**config.mk**
```make
export PLATFORM = sky130hd
export DESIGN_NAME = bmp_header_parse_row_address_core
export DESIGN_NICKNAME = d
export VERILOG_FILES = /design/src/hdl/bmphdr_pkg.sv /design/src/hdl/bmp_header_parse_row_address_core.sv /design/src/hdl/bmphdr_addr.sv
export SDC_FILE = /design/constraint.sdc
export NUM_CORES = 2
export LEC_CHECK = 0
export BUFFER_PORTS_ARGS = -buffer_cell sky130_fd_sc_hd__buf_2
export CAP_MARGIN = 20
export CORE_ASPECT_RATIO = 1.2
export CORE_UTILIZATION = 45
export DETAILED_ROUTE_END_ITERATION = 8
export PLACE_DENSITY = 0.65
export SYNTH_ARGS = -nofsm -noshare
export SYNTH_HDL_FRONTEND = slang
export SYNTH_SLANG_ARGS = --single-unit
export TNS_END_PERCENT = 100
```
**constraint.sdc**
```tcl
create_clock -name clock -period 15.8 [get_ports clock]
set_input_delay 3.16 -clock clock [delete_from_list [all_inputs] [get_ports clock]]
set_output_delay 3.16 -clock clock [all_outputs]
set_load 0.01 [all_outputs]
```
**src/hdl/bmphdr_pkg.sv**
```systemverilog
package bmphdr_pkg;

   typedef enum logic [1:0] {
      CMD_RESTART = 2'd0,
      CMD_BYTE    = 2'd1,
      CMD_QUERY   = 2'd2
   } cmd_type;

   typedef enum logic [2:0] {
      ST_OK         = 3'd0,
      ST_BAD_SIG    = 3'd1,
      ST_PLANES     = 3'd2,
      ST_DEPTH      = 3'd3,
      ST_COMPRESSED = 3'd4,
      ST_NO_HEADER  = 3'd5
   } status_type;

   typedef enum logic {
      KIND_VERDICT = 1'b0,
      KIND_ROW     = 1'b1
   } kind_type;

   localparam logic [15:0] SIG_VALUE = 16'h4D42;
   localparam logic [15:0] PLANES_ONE = 16'd1;
   localparam logic [15:0] DEPTH_24 = 16'd24;
   localparam logic [15:0] DEPTH_32 = 16'd32;
   localparam logic [2:0] BPP_FOUR = 3'd4;

   // index of the last byte of each header field
   localparam logic [5:0] IDX_SIG = 6'd1;
   localparam logic [5:0] IDX_OFFSET = 6'd13;
   localparam logic [5:0] IDX_WIDTH = 6'd21;
   localparam logic [5:0] IDX_HEIGHT = 6'd25;
   localparam logic [5:0] IDX_PLANES = 6'd27;
   localparam logic [5:0] IDX_DEPTH = 6'd29;
   localparam logic [5:0] IDX_COMP = 6'd33;

   typedef struct packed {
      cmd_type     cmd;
      logic [7:0]  header_byte;
      logic [15:0] row;
   } req_type;

   typedef struct packed {
      kind_type           kind;
      status_type         status;
      logic [31:0]        image_width;
      logic signed [31:0] image_height;
      logic [2:0]         bytes_per_pixel;
      logic [33:0]        bytes_per_row;
      logic [31:0]        pixel_offset;
      logic [31:0]        row_address;
   } rsp_type;

   typedef struct packed {
      logic [31:0]        data_offset;
      logic [31:0]        width;
      logic signed [31:0] height;
      logic [2:0]         pixel_bytes;
      logic [33:0]        row_stride;
   } hdr_type;

endpackage

```
**src/hdl/bmp_header_parse_row_address_core.sv**
```systemverilog
// an accepted req beat reaches the rsp beat through an input reg and a result reg
// throughput: one req beat per cycle while a stalled rsp beat does not hold it back; restarts,
//   unused commands and most bytes give no rsp beat, queries and a header-ending byte give one
// reset: synchronous, active high; clears the parse state, stored header, source_x
//   and both pipeline valids
module bmp_header_parse_row_address_core
   import bmphdr_pkg::*;
(
   input  logic        clock,
   input  logic        reset,
   input  logic        req_valid,
   output logic        req_stall,
   input  req_type     req_data,
   output logic        rsp_valid,
   input  logic        rsp_stall,
   output rsp_type     rsp_data,
   input  logic        csr_valid,
   output logic        csr_ready,
   input  logic [15:0] csr_data
);

   logic        s1_valid_ff, s1_valid_in;
   req_type     req_ff;
   logic        rsp_valid_ff, rsp_valid_in;
   rsp_type     rsp_ff, rsp_in;
   logic [15:0] source_x_ff;

   logic [5:0]  byte_count_ff, byte_count_in;
   logic        verdict_ff, verdict_in;
   logic        hdr_valid_ff, hdr_valid_in;
   logic [31:0] acc_ff, acc_in;
   hdr_type     hdr_ff, hdr_in;

   logic        produce;
   logic        advance;
   logic [15:0] half;
   logic [33:0] raw_stride;
   logic [31:0] row_address;

   bmphdr_addr u_addr (
      .hdr         (hdr_ff),
      .source_x    (source_x_ff),
      .row         (req_ff.row),
      .row_address (row_address)
   );

   assign csr_ready = 1'b1;
   assign rsp_valid = rsp_valid_ff;
   assign rsp_data = rsp_ff;

   assign advance = s1_valid_ff && (!produce || !rsp_valid_ff || !rsp_stall);
   assign req_stall = s1_valid_ff && !advance;
   assign s1_valid_in = req_stall ? s1_valid_ff : req_valid;

   always_comb begin
      byte_count_in = byte_count_ff;
      verdict_in = verdict_ff;
      hdr_valid_in = hdr_valid_ff;
      acc_in = acc_ff;
      hdr_in = hdr_ff;
      rsp_in = '0;
      produce = 1'b0;
      half = acc_ff[31:16];
      raw_stride = '0;
      if (s1_valid_ff) begin
         case (req_ff.cmd)
            CMD_RESTART: begin
               byte_count_in = '0;
               verdict_in = 1'b0;
               hdr_valid_in = 1'b0;
               acc_in = '0;
               hdr_in = '0;
            end
            CMD_BYTE: begin
               if (!verdict_ff) begin
                  byte_count_in = byte_count_ff + 6'd1;
                  acc_in = {req_ff.header_byte, acc_ff[31:8]};
                  half = acc_in[31:16];
                  rsp_in.kind = KIND_VERDICT;
                  case (byte_count_ff)
                     IDX_SIG: begin
                        if (half != SIG_VALUE) begin
                           produce = 1'b1;
                           rsp_in.status = ST_BAD_SIG;
                        end
                     end
                     IDX_OFFSET: hdr_in.data_offset = acc_in;
                     IDX_WIDTH:  hdr_in.width = acc_in;
                     IDX_HEIGHT: hdr_in.height = acc_in;
                     IDX_PLANES: begin
                        if (half != PLANES_ONE) begin
                           produce = 1'b1;
                           rsp_in.status = ST_PLANES;
                        end
                     end
                     IDX_DEPTH: begin
                        if ((half == DEPTH_24) || (half == DEPTH_32)) begin
                           hdr_in.pixel_bytes = half[5:3];
                        end else begin
                           produce = 1'b1;
                           rsp_in.status = ST_DEPTH;
                        end
                     end
                     IDX_COMP: begin
                        produce = 1'b1;
                        if (acc_in != 32'd0) begin
                           rsp_in.status = ST_COMPRESSED;
                        end else begin
                           // width times 3 or 4, rounded up to a multiple of four
                           if (hdr_ff.pixel_bytes == BPP_FOUR) begin
                              raw_stride = {hdr_ff.width, 2'b00};
                           end else begin
                              raw_stride = {2'b00, hdr_ff.width} + {1'b0, hdr_ff.width, 1'b0};
                           end
                           raw_stride = raw_stride + 34'd3;
                           hdr_in.row_stride = {raw_stride[33:2], 2'b00};
                           hdr_valid_in = 1'b1;
                           rsp_in.status = ST_OK;
                           rsp_in.image_width = hdr_in.width;
                           rsp_in.image_height = hdr_in.height;
                           rsp_in.bytes_per_pixel = hdr_in.pixel_bytes;
                           rsp_in.bytes_per_row = hdr_in.row_stride;
                           rsp_in.pixel_offset = hdr_in.data_offset;
                        end
                     end
                     default: ;
                  endcase
                  if (produce) begin
                     verdict_in = 1'b1;
                  end
               end
            end
            CMD_QUERY: begin
               produce = 1'b1;
               rsp_in.kind = KIND_ROW;
               if (hdr_valid_ff) begin
                  rsp_in.status = ST_OK;
                  rsp_in.image_width = hdr_ff.width;
                  rsp_in.image_height = hdr_ff.height;
                  rsp_in.bytes_per_pixel = hdr_ff.pixel_bytes;
                  rsp_in.bytes_per_row = hdr_ff.row_stride;
                  rsp_in.pixel_offset = hdr_ff.data_offset;
                  rsp_in.row_address = row_address;
               end else begin
                  rsp_in.status = ST_NO_HEADER;
               end
            end
            default: ;
         endcase
      end
   end

   always_comb begin
      if (advance && produce) begin
         rsp_valid_in = 1'b1;
      end else if (!rsp_stall) begin
         rsp_valid_in = 1'b0;
      end else begin
         rsp_valid_in = rsp_valid_ff;
      end
   end

   always_ff @(posedge clock) begin
      if (reset) begin
         s1_valid_ff <= 1'b0;
         rsp_valid_ff <= 1'b0;
         source_x_ff <= '0;
         byte_count_ff <= '0;
         verdict_ff <= 1'b0;
         hdr_valid_ff <= 1'b0;
         acc_ff <= '0;
         hdr_ff <= '0;
      end else begin
         s1_valid_ff <= s1_valid_in;
         rsp_valid_ff <= rsp_valid_in;
         if (csr_valid && csr_ready) begin
            source_x_ff <= csr_data;
         end
         if (advance) begin
            byte_count_ff <= byte_count_in;
            verdict_ff <= verdict_in;
            hdr_valid_ff <= hdr_valid_in;
            acc_ff <= acc_in;
            hdr_ff <= hdr_in;
         end
      end
   end

   always_ff @(posedge clock) begin
      if (req_valid && !req_stall) begin
         req_ff <= req_data;
      end
      if (advance && produce) begin
         rsp_ff <= rsp_in;
      end
   end

endmodule

```
**src/hdl/bmphdr_addr.sv**
```systemverilog
module bmphdr_addr
   import bmphdr_pkg::*;
(
   input  hdr_type     hdr,
   input  logic [15:0] source_x,
   input  logic [15:0] row,
   output logic [31:0] row_address
);

   logic [31:0] lines;
   logic [31:0] row_offset;
   logic [18:0] col_offset;

   always_comb begin
      // positive height means rows are stored bottom-up
      if (!hdr.height[31] && (hdr.height != 32'sd0)) begin
         lines = 32'(hdr.height) - {16'b0, row} - 32'd1;
      end else begin
         lines = {16'b0, row};
      end
      row_offset = lines * hdr.row_stride[31:0];
      col_offset = 19'(source_x) * 19'(hdr.pixel_bytes);
      row_address = hdr.data_offset + row_offset + 32'(col_offset);
   end

endmodule

```
==> impl_metrics.py <==
metrics = {
    "cells_and_area": {
        "syn_to_final_growth_pct": 9.77,
        "diodes": 0,
        "final_area_sq_um": 38100,
        "drive_above_1_share_pct": 9.27,
        "nNetsFinal": 4542,
        "fin_util_pct": 49.9,
    },
    "yosys": {
        "synth_edf_count": 193,
        "ys_top_cells_by_count": "591 x inv_1, 429 x fa_1, 398 x nor2_1",
        "yosysMostFrequentCell": "inv_1",
        "synth_largest_area_cell": "fa_1",
        "synth_cells": 3729,
        "ys.flop_type": "edfxtp_1",
        "ys_warn_count": 0,
        "synthTopCellsByArea": "fa_1 25%, edfxtp_1 17%, dfxtp_1 10%",
        "avgSynthCellArea_sq_um": 9.32,
        "synth.top_cell.area_share_pct": 24.7,
        "ys_seq_area_share_pct": 27.1,
        "synth-seq-cells": 374,
        "ys_async_sr_fraction_pct": 0,
        "synth_cell_types": 72,
        "synth_area_sq_um": 34700,
    },
    "clock_network": {
        "cts-root-buf": "clkbuf_16",
        "tritoncts": "yes",
        "cts.sinks": 374,
        "htreeDepth": 2,
        "cts_buffers": 39,
        "ctsResizeCount": 0,
        "clock_latency_ps": 600,
        "cts_hold_buf": 0,
        "path_clk_slew_ps": 60,
        "clockBufferDepth": 3,
        "cts_setup_buffers": 0,
    },
    "flow_run": {
        "maxCapViolCount": 0,
    },
    "worst_setup_path": {
        "path_delay_family": "adder cells",
        "rr_worst_depth": 38,
        "critPathMaxFanout": 14,
        "crit_type": "reg2reg",
        "critPathBufInv": 5,
        "r2r_setup_slack_ps": 4520,
        "cp-start-kind": "flip-flop",
        "reg2reg_to": "rsp_data[31]$_SDFFCE_PN0P_",
        "worstPathRequired_ps": 16140,
        "cp_slowest_cell": "nor2_1",
        "cp_common_cell": "xnor2_1",
        "max_stage_delay_ps": 810,
        "cp-end-kind": "flip-flop",
        "endpoint": "rsp_data[31]$_SDFFCE_PN0P_",
        "crit_start": "req_ff[0]$_DFFE_PP_",
        "cp_num_cells": 38,
        "crit_arrival_ps": 11620,
        "timing.rr.start": "req_ff[0]$_DFFE_PP_",
    },
    "min_path": {
        "hold_class": "reg2reg",
    },
    "global_routing": {
        "grt_pass1_vias": 26500,
        "grt_use_met3_pct": 3.10,
        "grtUsageMet1_pct": 30.9,
        "grt-ovfl-total": 0,
        "grt_usage_pct": 24.7,
        "grt_start_max_net_pins": 100,
        "grtUsageMet2_pct": 43.5,
        "grt_pass1_wl_mm": 150,
        "antenna_found_initial": 1,
        "grt-busiest-layer": "met2",
    },
    "sta": {
        "worst_pin_slew_ps": 1120,
        "hold_violations": 0,
        "finalCriticalPeriod_ps": 11280,
        "skew_ps": 22.3,
        "holdWs_ps": 455,
        "setup_viol": 0,
        "relSlewSlack_pct": 25.1,
        "drv_slew": 0,
        "fin_tns_setup_ps": 0,
        "clock.fmax_ghz": 0.0886,
        "period_share_pct": 71.4,
        "rsz0062_at_grt": "no",
    },
    "drt": {
        "via_count": 26000,
        "detail-route-antenna-nets": 0,
        "drc": 0,
        "wl_per_cell_um": 19.7,
        "via_per_inst": 5.31,
        "drt-pass1-iter-count": 5,
        "routed_wl_mm": 96.2,
        "drt_iter0_markers": 1904,
    },
    "die": {
        "dieArea_sq_um": 78300,
        "ios": 219,
        "fp.coreArea_sq_um": 76400,
        "initial_utilization_pct": 45.5,
        "fp.dieH_um": 306,
        "dieWidth_um": 256,
        "rows": 111,
    },
    "placement": {
        "dp_hpwl_mm": 74.8,
        "placed_area_sq_um": 36800,
        "gp_congestion": 0.930,
        "io_buffers": 215,
    },
    "power": {
        "ir_drop_mv": 0.0713,
        "leakage_uw": 0.0174,
        "p_per_area_nw_per_um2": 55.3,
    },
    "status": {
        "run_status": "finished clean",
    },
}
==> registers in the layout, indices dropped and copies added, names as in the netlist <==
register       count
s1_valid_ff        1
byte_count_ff      6
hdr_valid_ff       1
rsp_data         167
source_x_ff       16
rsp_valid          1
req_ff            26
verdict_ff         1
hdr_ff           131
acc_ff            24
==> cells in the final DEF (no fill, tap or decap), types with 36 or more instances in the layout <==
master,count
inv_1,591
fa_1,429
nor2_1,394
and2_1,334
nand2_1,270
ha_1,222
buf_2,214
edfxtp_1,193
dfxtp_1,181
a21oi_1,166
xnor2_1,105
nor2b_1,84
a22oi_1,56
nor3_1,54
xor2_1,49
buf_4,44
clkbuf_16,41
o21ai_0,36
==> layout make-up <==
| class | count | area, sq um |
|---|---|---|
| inverter | 591 | 2220 |
| fill | 7211 | 38300 |
| multi-input combinational | 2577 | 22500 |
| sequential | 374 | 9420 |
| clock buffer | 54 | 1120 |
| tap | 1017 | 1270 |
| clock inverter | 18 | 205 |
| timing repair buffer | 260 | 1430 |
==> where the power goes <==
group	total [uW]	switching, uW	leakage (uW)	internal [uW]
Sequential	1030	9.69	0.00317	1020
Clock	958	421	0.000648	537
Combinational	118	89.0	0.0135	28.6
Total	2110	520	0.0174	1590
==> per-layer routing <==
layer | up-vias | part of all wire, %
li1 | 12000 | -
met1 | 13000 | 41
met2 | 740 | 50
met3 | 172 | 5.1
met4 | 0 | 3.7
met5 | - | 0
==> how the worst min path moves through the flow <==
stage	cells after the start	start	endpoint	slack, ps
after detailed placement	2	hdr_ff[35]$_SDFFE_PP0P_	hdr_ff[35]$_SDFFE_PP0P_	450
after global routing	2	hdr_ff[35]$_SDFFE_PP0P_	hdr_ff[35]$_SDFFE_PP0P_	480
after floorplan	2	hdr_ff[33]$_SDFFE_PP0P_	hdr_ff[33]$_SDFFE_PP0P_	450
final	2	hdr_ff[35]$_SDFFE_PP0P_	hdr_ff[35]$_SDFFE_PP0P_	460
after global placement	2	hdr_ff[35]$_SDFFE_PP0P_	hdr_ff[35]$_SDFFE_PP0P_	440
after CTS	2	hdr_ff[35]$_SDFFE_PP0P_	hdr_ff[35]$_SDFFE_PP0P_	460
==> per-stage QoR <==
stage	setup slack, ps	cells	power (uW)
after floorplan	4700	3730	1120
after global placement	4810	4818	1170
after detailed placement	4560	4818	1170
after CTS	4540	4890	2130
after global routing	3880	4891	2170
final	4520	4891	2110
==> logic make-up after synthesis <==
group                      share of synthesized area (%)
and+or+nand+nor                                     18.7
buffers and inverters                               8.51
adders and majority gates                           32.8
AOI/OAI and AO/OA                                   7.64
DFF                                                 27.1
xor gates and xnor gates                            4.08
muxes                                               1.18
other                                             0.0216
==> tightest hold or removal path, stage by stage (launching register included) <==
cell and delay (ps):
dfxtp_1 310, nand2_1 50, a21oi_1 50
(Power assumes the default switching activity.)
